### src/hw/rtl/fnv1a_key_partitioner_top_macros.svh
// Assertion macros for the FNV-1a key partitioner.
// Each macro samples on clk and is disabled while rst_n is low.
`ifndef FNV1A_KEY_PARTITIONER_TOP_MACROS_SVH
`define FNV1A_KEY_PARTITIONER_TOP_MACROS_SVH

// Consequent checked in the same cycle as the antecedent.
`define FKP_ASSERT_NOW(lbl, ante, cons, msg) \
    lbl: assert property (@(posedge clk) disable iff (!rst_n) (ante) |-> (cons)) \
        else $error(msg);

// Consequent checked in the cycle after the antecedent.
`define FKP_ASSERT_NEXT(lbl, ante, cons, msg) \
    lbl: assert property (@(posedge clk) disable iff (!rst_n) (ante) |=> (cons)) \
        else $error(msg);

`endif

### src/hw/rtl/fkp_pkg.sv
// Package for the FNV-1a key partitioner: field types, hash constants and
// the per-byte hash step. No dependencies.
package fkp_pkg;

    localparam int HASH_W   = 64;
    localparam int BUCKET_W = 16;
    localparam int BYTE_W   = 8;

    typedef logic [HASH_W-1:0]   hash_t;
    typedef logic [BUCKET_W-1:0] bucket_t;
    typedef logic [BYTE_W-1:0]   byte_t;

    localparam hash_t   FNV_BASIS     = 64'hcbf2_9ce4_8422_2325;
    localparam hash_t   HASH_MULT     = 64'h0000_0100_0000_01b3;
    localparam bucket_t BUCKET_CNT_RST = 16'd1;

    // One FNV-1a byte step: xor the byte in, multiply by the prime mod 2^64.
    // The prime is 2^40 + 0x1b3, so the product is a sparse shift-add.
    function automatic hash_t fnv_mix(input hash_t h, input byte_t b);
        hash_t x;
        x = h ^ {{(HASH_W-BYTE_W){1'b0}}, b};
        return (x << 40) + (x << 8) + (x << 7) + (x << 5)
             + (x << 4) + (x << 1) + x;
    endfunction

endpackage

### src/hw/rtl/fkp_if.sv
// Valid/ready channel interfaces for key bytes in and hash results out.
// Depends on fkp_pkg for the field types.
interface fkp_in_if;
    import fkp_pkg::*;

    logic  valid;
    logic  ready;
    byte_t key_byte;
    logic  byte_present;
    logic  key_end;

    modport source (output valid, key_byte, byte_present, key_end, input ready);
    modport sink   (input valid, key_byte, byte_present, key_end, output ready);
endinterface

interface fkp_out_if;
    import fkp_pkg::*;

    logic    valid;
    logic    ready;
    bucket_t bucket;
    hash_t   hash_value;

    modport source (output valid, bucket, hash_value, input ready);
    modport sink   (input valid, bucket, hash_value, output ready);
endinterface

### src/hw/rtl/fnv1a_key_partitioner_top.sv
// FNV-1a key partitioner: running 64-bit hash per key, bucket = hash mod count (0 when count is 0).
// Depends on fkp_pkg, fkp_if.sv and fnv1a_key_partitioner_top_macros.svh.
//
//  channel    dir   handshake        word
//  key_in     in    valid/ready      key_byte, byte_present, key_end
//  hash_out   out   valid/ready      bucket, hash_value
//  cfg        in    cfg_wr_en        cfg_wr_data = bucket_count
//
// A word without the end mark takes one shift-add hash step if byte_present
// is set, else it is ignored; key_in.ready stays high. A word with the end
// mark drops key_in.ready once taken, for the 64 steps of the bit-serial
// restoring divider and the output load, which waits on a held result.
// Reset (rst_n low, async) puts the hash at the offset basis, bucket_count
// at 1 and drops hash_out.valid. While a result waits in the output
// register, bytes are still taken; a finished key waits for it to drain.
`include "fnv1a_key_partitioner_top_macros.svh"

module fnv1a_key_partitioner_top (
    input  logic             clk,
    input  logic             rst_n,
    fkp_in_if.sink           key_in,
    fkp_out_if.source        hash_out,
    input  logic             cfg_wr_en,
    input  fkp_pkg::bucket_t cfg_wr_data
);
    import fkp_pkg::*;

    localparam logic [1:0] ST_IDLE = 2'd0;
    localparam logic [1:0] ST_DIV  = 2'd1;
    localparam logic [1:0] ST_DONE = 2'd2;

    localparam int ITER_W = $clog2(HASH_W);

    logic [1:0]        state_reg, state_next;
    hash_t             hash_reg, hash_next;
    hash_t             work_reg, work_next;
    bucket_t           rem_reg, rem_next;
    logic [ITER_W-1:0] iter_reg, iter_next;
    bucket_t           bcount_reg;
    logic              out_valid_reg, out_valid_next;
    bucket_t           out_bucket_reg;
    hash_t             out_hash_reg;

    logic              in_acc;
    logic              out_load;
    hash_t             mixed;
    hash_t             final_hash;
    logic [BUCKET_W:0] rem_shift;
    logic [BUCKET_W+1:0] rem_diff;

    assign key_in.ready = (state_reg == ST_IDLE);
    assign in_acc       = key_in.valid && key_in.ready;

    // Byte step and the hash that closes the key
    assign mixed      = fnv_mix(hash_reg, key_in.key_byte);
    assign final_hash = key_in.byte_present ? mixed : hash_reg;

    // Divider step: shift in the next dividend bit, subtract if it fits
    assign rem_shift = {rem_reg, work_reg[HASH_W-1]};
    assign rem_diff  = {1'b0, rem_shift} - {2'b00, bcount_reg};

    assign out_load = (state_reg == ST_DONE) && (!out_valid_reg || hash_out.ready);

    // Sequencer
    always_comb
    begin
        state_next = state_reg;
        hash_next  = hash_reg;
        work_next  = work_reg;
        rem_next   = rem_reg;
        iter_next  = iter_reg;
        unique case (state_reg)
            ST_IDLE:
            begin
                if (in_acc)
                begin
                    if (key_in.key_end)
                    begin
                        hash_next  = FNV_BASIS;
                        work_next  = final_hash;
                        rem_next   = '0;
                        iter_next  = '0;
                        state_next = ST_DIV;
                    end
                    else if (key_in.byte_present)
                    begin
                        hash_next = mixed;
                    end
                end
            end
            ST_DIV:
            begin
                // rotate so the hash is whole again after the last step
                work_next = {work_reg[HASH_W-2:0], work_reg[HASH_W-1]};
                rem_next  = rem_diff[BUCKET_W+1] ? rem_shift[BUCKET_W-1:0]
                                                 : rem_diff[BUCKET_W-1:0];
                iter_next = iter_reg + 1'b1;
                if (iter_reg == ITER_W'(HASH_W - 1))
                begin
                    state_next = ST_DONE;
                end
            end
            ST_DONE:
            begin
                if (out_load)
                begin
                    state_next = ST_IDLE;
                end
            end
            default:
            begin
                state_next = ST_IDLE;
            end
        endcase
    end

    // Output register valid
    always_comb
    begin
        out_valid_next = out_valid_reg;
        if (out_load)
        begin
            out_valid_next = 1'b1;
        end
        else if (hash_out.ready)
        begin
            out_valid_next = 1'b0;
        end
    end

    // Control state
    always_ff @(posedge clk or negedge rst_n)
    begin
        if (!rst_n)
        begin
            state_reg     <= ST_IDLE;
            hash_reg      <= FNV_BASIS;
            bcount_reg    <= BUCKET_CNT_RST;
            out_valid_reg <= 1'b0;
            iter_reg      <= '0;
        end
        else
        begin
            state_reg     <= state_next;
            hash_reg      <= hash_next;
            out_valid_reg <= out_valid_next;
            iter_reg      <= iter_next;
            if (cfg_wr_en)
            begin
                bcount_reg <= cfg_wr_data;
            end
        end
    end

    // Datapath registers
    always_ff @(posedge clk)
    begin
        work_reg <= work_next;
        rem_reg  <= rem_next;
        if (out_load)
        begin
            out_bucket_reg <= (bcount_reg == '0) ? '0 : rem_reg;
            out_hash_reg   <= work_reg;
        end
    end

    assign hash_out.valid      = out_valid_reg;
    assign hash_out.bucket     = out_bucket_reg;
    assign hash_out.hash_value = out_hash_reg;

    // Checks
    `FKP_ASSERT_NEXT(a_end_starts_div, in_acc && key_in.key_end, state_reg == ST_DIV, "end word did not start the divider")
    `FKP_ASSERT_NEXT(a_end_resets_hash, in_acc && key_in.key_end, hash_reg == FNV_BASIS, "hash not back at basis after key end")
    `FKP_ASSERT_NOW(a_rem_bound, (state_reg != ST_IDLE) && (bcount_reg != '0), rem_reg < bcount_reg, "remainder not below divisor")
    `FKP_ASSERT_NOW(a_bucket_bound, hash_out.valid && (bcount_reg != '0), hash_out.bucket < bcount_reg, "bucket out of range")
    `FKP_ASSERT_NEXT(a_no_spurious_out, (state_reg == ST_IDLE) && !hash_out.valid, !hash_out.valid, "result appeared without a finished key")

endmodule

### src/flat_wrapper.sv
// flat-port wrapper written by rule: the top's interface ports become plain ports
module fnv1a_key_partitioner_top_flat import fkp_pkg::*;
  (clk, rst_n, cfg_wr_en, cfg_wr_data, key_in_valid, key_in_key_byte, key_in_byte_present, key_in_key_end, key_in_ready, hash_out_valid, hash_out_bucket, hash_out_hash_value, hash_out_ready);
  fkp_in_if key_in_i ();
  fkp_out_if hash_out_i ();
  input  logic clk;
  input  logic rst_n;
  input  logic cfg_wr_en;
  input  fkp_pkg::bucket_t cfg_wr_data;
  input wire logic [$bits(key_in_i.valid)-1:0] key_in_valid;
  input wire logic [$bits(key_in_i.key_byte)-1:0] key_in_key_byte;
  input wire logic [$bits(key_in_i.byte_present)-1:0] key_in_byte_present;
  input wire logic [$bits(key_in_i.key_end)-1:0] key_in_key_end;
  output wire logic [$bits(key_in_i.ready)-1:0] key_in_ready;
  output wire logic [$bits(hash_out_i.valid)-1:0] hash_out_valid;
  output wire logic [$bits(hash_out_i.bucket)-1:0] hash_out_bucket;
  output wire logic [$bits(hash_out_i.hash_value)-1:0] hash_out_hash_value;
  input wire logic [$bits(hash_out_i.ready)-1:0] hash_out_ready;
  assign key_in_i.valid = key_in_valid;
  assign key_in_i.key_byte = key_in_key_byte;
  assign key_in_i.byte_present = key_in_byte_present;
  assign key_in_i.key_end = key_in_key_end;
  assign key_in_ready = key_in_i.ready;
  assign hash_out_valid = hash_out_i.valid;
  assign hash_out_bucket = hash_out_i.bucket;
  assign hash_out_hash_value = hash_out_i.hash_value;
  assign hash_out_i.ready = hash_out_ready;
  fnv1a_key_partitioner_top u_core (.clk(clk), .rst_n(rst_n), .key_in(key_in_i), .hash_out(hash_out_i), .cfg_wr_en(cfg_wr_en), .cfg_wr_data(cfg_wr_data));
endmodule
### config.mk
export PLATFORM = sky130hd
export DESIGN_NAME = fnv1a_key_partitioner_top_flat
export DESIGN_NICKNAME = d
export VERILOG_FILES = /design/src/hw/rtl/fkp_pkg.sv /design/src/hw/rtl/fkp_if.sv /design/src/hw/rtl/fnv1a_key_partitioner_top.sv /design/src/flat_wrapper.sv
export VERILOG_INCLUDE_DIRS = /design/src /design/src/hw/rtl
export SDC_FILE = /design/constraint.sdc
export NUM_CORES = 1
export LEC_CHECK = 0
export BUFFER_PORTS_ARGS = -buffer_cell sky130_fd_sc_hd__buf_2
export CORE_MARGIN = 2
export CORE_UTILIZATION = 45
export CTS_CLUSTER_SIZE = 12
export DETAILED_ROUTE_END_ITERATION = 8
export PLACE_DENSITY = 0.7
export SLEW_MARGIN = 0
export SYNTH_ARGS = -nofsm -noshare
export SYNTH_HDL_FRONTEND = slang
export SYNTH_SLANG_ARGS = --single-unit
### constraint.sdc
create_clock -name clk -period 6.2 [get_ports clk]
set_input_delay 1.86 -clock clk [delete_from_list [all_inputs] [get_ports clk]]
set_output_delay 1.86 -clock clk [all_outputs]
set_load 0.005 [all_outputs]
==> impl_summary.log <==
INFO  metric status = complete, but fails checks
INFO  metric violations = negative setup slack
INFO  metric placeableCoreArea = 46500 sq um
INFO  metric yosys_register_bits = ~250
INFO  metric routed-via-count = about 16k
INFO  metric critical_path_required = between 6 and 7 ns
INFO  metric most_frequent_cells_in_the_layout = 385 x inv_1, 236 x fa_1, 199 x buf_4, 160 x edfxtp_1, 140 x nand2_1
INFO  metric synth_sequential_area_ratio = about a third
INFO  metric vias_per_cell = 5.44
INFO  metric post_synth_fa_ha_maj_area_fraction = 30.4%
INFO  metric grt-ovfl-total = 0
INFO  metric r2r_end = u_core.work_reg[63]$_DFFE_PP_
INFO  metric cts-buffers-inserted = 27
INFO  metric synthesis.nets = between 2k and 2.5k
INFO  metric critPathLaunch = key_in_key_byte[6]
INFO  metric asyncSetResetFlopFracSynth = 35.7%
INFO  metric synth_edf_count = 160
INFO  metric starting_utilization_of_the_core_area = 45.5%
INFO  metric yosys.area.top_type = fa_1
INFO  metric path_class = primary input to register
INFO  metric floorplan.die_area = 48800 sq um
INFO  metric num_rows = 79
INFO  metric accumulated_negative_setup_slack = -0.123 ns
INFO  metric grt_use_met2 = 40.2%
INFO  metric drive_gt1_share = 24.5%
INFO  metric avgRoutedWirePerCell = roughly 20 um
INFO  metric use_met3 = 3.76%
INFO  metric synth_top_family_by_area = adder cells
INFO  metric worst-r2r-cell-count = 19
INFO  metric timing.final.max_slew_violations = 0
INFO  metric count_of_different_cell_masters_after_synthesis = 72
INFO  metric reg2reg_from = u_core.hash_reg[21]$_DFFE_PN1P_
INFO  metric drt-initial-drc-count = 1253
INFO  metric grt_antenna_before_repair = 0
INFO  metric rsz0062_at_grt = true
INFO  metric sequential_cell_area = 7070 sq um
INFO  metric setup.worst_path.end = u_core.work_reg[63]$_DFFE_PP_
INFO  metric multiInputGateArea = 13500 sq um
INFO  metric synth.yosys.warnings = 0
INFO  metric post_placement_cell_count = 2860
INFO  metric syn_avg_cell_area = around 10 sq um
INFO  metric port_buffers = around 110
INFO  metric instances_no_fill = 2952
INFO  metric reg2reg_setup_slack = 0.35 ns
INFO  metric finalCriticalPeriod = roughly 6.3 ns
INFO  metric synth_ff_type = edfxtp_1
INFO  metric post_dp_cell_area = 23900 sq um
INFO  metric setup_ws = -0.0860 ns
INFO  metric final_count_of_negative_setup_slack_endpoints = 3
INFO  metric met1_usage = 32.0%
INFO  metric detail-route-antenna-nets = 0
INFO  metric die_h = 221 um
INFO  metric timing.critical_path.from_type = primary input
INFO  metric grt_start_max_net_pins = 75
INFO  metric hold_path.startpoint = u_core.work_reg[24]$_DFFE_PP_
INFO  metric drc = 0
INFO  metric dp.final_hpwl = 45000 um
INFO  metric tritoncts = yes
INFO  metric first_pass_grt_wire_length = 93600 um
INFO  metric cp.arrival = 6.58 ns
INFO  metric clkSlewWorstSetupHoldPaths = roughly 0.060 ns
INFO  metric clock.fmax = 159 MHz
INFO  metric antenna-diode-count = 0
INFO  metric post_synthesis_cell_area = around 21000 sq um
INFO  metric synth_area_leaders = fa_1 23%, edfxtp_1 23%, ha_1 7.3%
INFO  metric floorplan.die.width = roughly 220 um
INFO  metric yosys.area_share.xor_xnor = 4.60%
INFO  metric numClockSinks = 249
INFO  metric timing.hold.worst.class = register to register
INFO  metric clk_root_buffer_cell = clkbuf_16
INFO  metric grtUsageTotal = 24.3%
INFO  metric critPathCaptureType = register
INFO  metric flow.area_growth_from_synthesis = 23.3%
INFO  metric htree_levels = 1
INFO  metric report.final.hold_viol_count = 0
INFO  metric slew_headroom = around 23%
INFO  metric routabilityCongestion = between 0.9 and 1
INFO  metric synth.area.mux_share = 2.57%
INFO  metric grt_most_used_layer = met2
INFO  metric timing.clock.skew = 0.0232 ns
INFO  metric synthesis.instances = 2040
INFO  metric layout.filler_cells = 3810
INFO  metric detail_route.wirelength = 60200 um
INFO  metric clock_latency = 0.56 ns
INFO  metric critPathMaxFanout = 2
INFO  metric yosys.area.top_type_share = 22.8%
INFO  metric fin_nets = 2719
INFO  metric drt_pass1_iterations = 5
INFO  metric stdcell_area = 26100 sq um
INFO  metric ioPinCount = 113
INFO  metric period_share = 101%
INFO  metric synthSimpleGateAreaFrac = about 8.6%
INFO  metric most_frequent_standard_cell_in_the_layout_excluding_fill_and_tap_cells = inv_1
INFO  metric max_cap_viol_count = 0
INFO  metric via_count_of_the_first_global_routing_pass = about 17k
INFO  metric synth-compound-area-share = about an eighth
INFO  metric clk_path_buf_depth = 3
INFO  metric tightestPinTransition = 1.16 ns
[per-stage QoR]
stage	setup slack, ns	hold slack, ns	util, %
finish	-0.0860	0.453	56.1
global route	-0.172	0.467	56.1
CTS	-0.0670	0.454	54.2
detailed placement	-0.858	0.440	51.5
global placement	-0.784	0.433	51.5
floorplan	-0.472	0.426	-
[area by class of cell]
class,instances,share of cell area (%)
clock buffers,42,3.00
clock inverters,8,0.369
inverters,394,5.67
multi-input cells,1320,51.8
flip-flops and latches,249,27.1
well taps,607,2.91
repair buffers,332,9.13
[cell families (layout without fill, tap and decap cells)]
| group | Yosys count | after routing |
|---|---|---|
| AOI/OAI and AO/OA | 401 | 401 |
| and+or+nand+nor | 384 | 384 |
| adders and majority gates | 370 | 370 |
| xor gates and xnor gates | 111 | 111 |
| muxes | 54 | 54 |
| DFF | 249 | 249 |
| buffers and inverters | 471 | 776 |
[synthesized netlist by cell type (all sizes together), types with 10 or more instances]
cell type  instances
nor2              90
nand2            142
nor3              14
ha               123
dfrtp             60
inv              394
o31ai             20
clkbuf            60
nand2b            16
edfxtp           160
a22oi             11
and2              21
a21oi            114
a21o              46
nand3             29
o21a              14
dfstp             29
o21ai            108
nand4             21
fa               241
xor2              50
nor2b             10
xnor2             61
buf               17
mux2i             51
o22ai             16
[worst max-delay path, stage by stage]
cell and delay [ns]:
buf_8 0.10, xor2_4 0.26, fa_1 0.49, fa_1 0.49, inv_1 0.05, fa_2 0.53, fa_1 0.42, inv_2 0.08
ha_4 0.19, a21o_1 0.16, o21bai_4 0.18, a2111oi_4 0.31, o21ai_2 0.12, a221o_1 0.34, a211o_1 0.29, a311oi_2 0.30
xnor2_1 0.16, and2_4 0.18, o21ai_2 0.06
[timing repair]
item,in CTS,in global routing
gates resized for setup,48,129
hold buffers,0,0
cloned,0,1
setup buffers,9,34
pin swaps,35,71
setup endpoints to repair,46,61
[metal layers]
metal,vias up,part of all wire [%]
met4,0,4.5
li1,7302,-
met1,8061,41
met5,-,0
met2,541,48
met3,142,6.1
[worst min-delay path by stage]
stage,depth (start not counted),slack (ns),end
global route,0,0.47,u_core.hash_out.hash_value[32]$_DFFE_PP_
detailed placement,0,0.44,u_core.hash_out.hash_value[3]$_DFFE_PP_
global placement,0,0.43,u_core.hash_out.hash_value[0]$_DFFE_PP_
CTS,0,0.45,u_core.hash_out.hash_value[3]$_DFFE_PP_
floorplan,0,0.43,u_core.hash_out.hash_value[0]$_DFFE_PP_
finish,0,0.45,u_core.hash_out.hash_value[24]$_DFFE_PP_
Power is not shown: default switching activity piles up to over one toggle a cycle in this logic, so the estimate is an artifact.
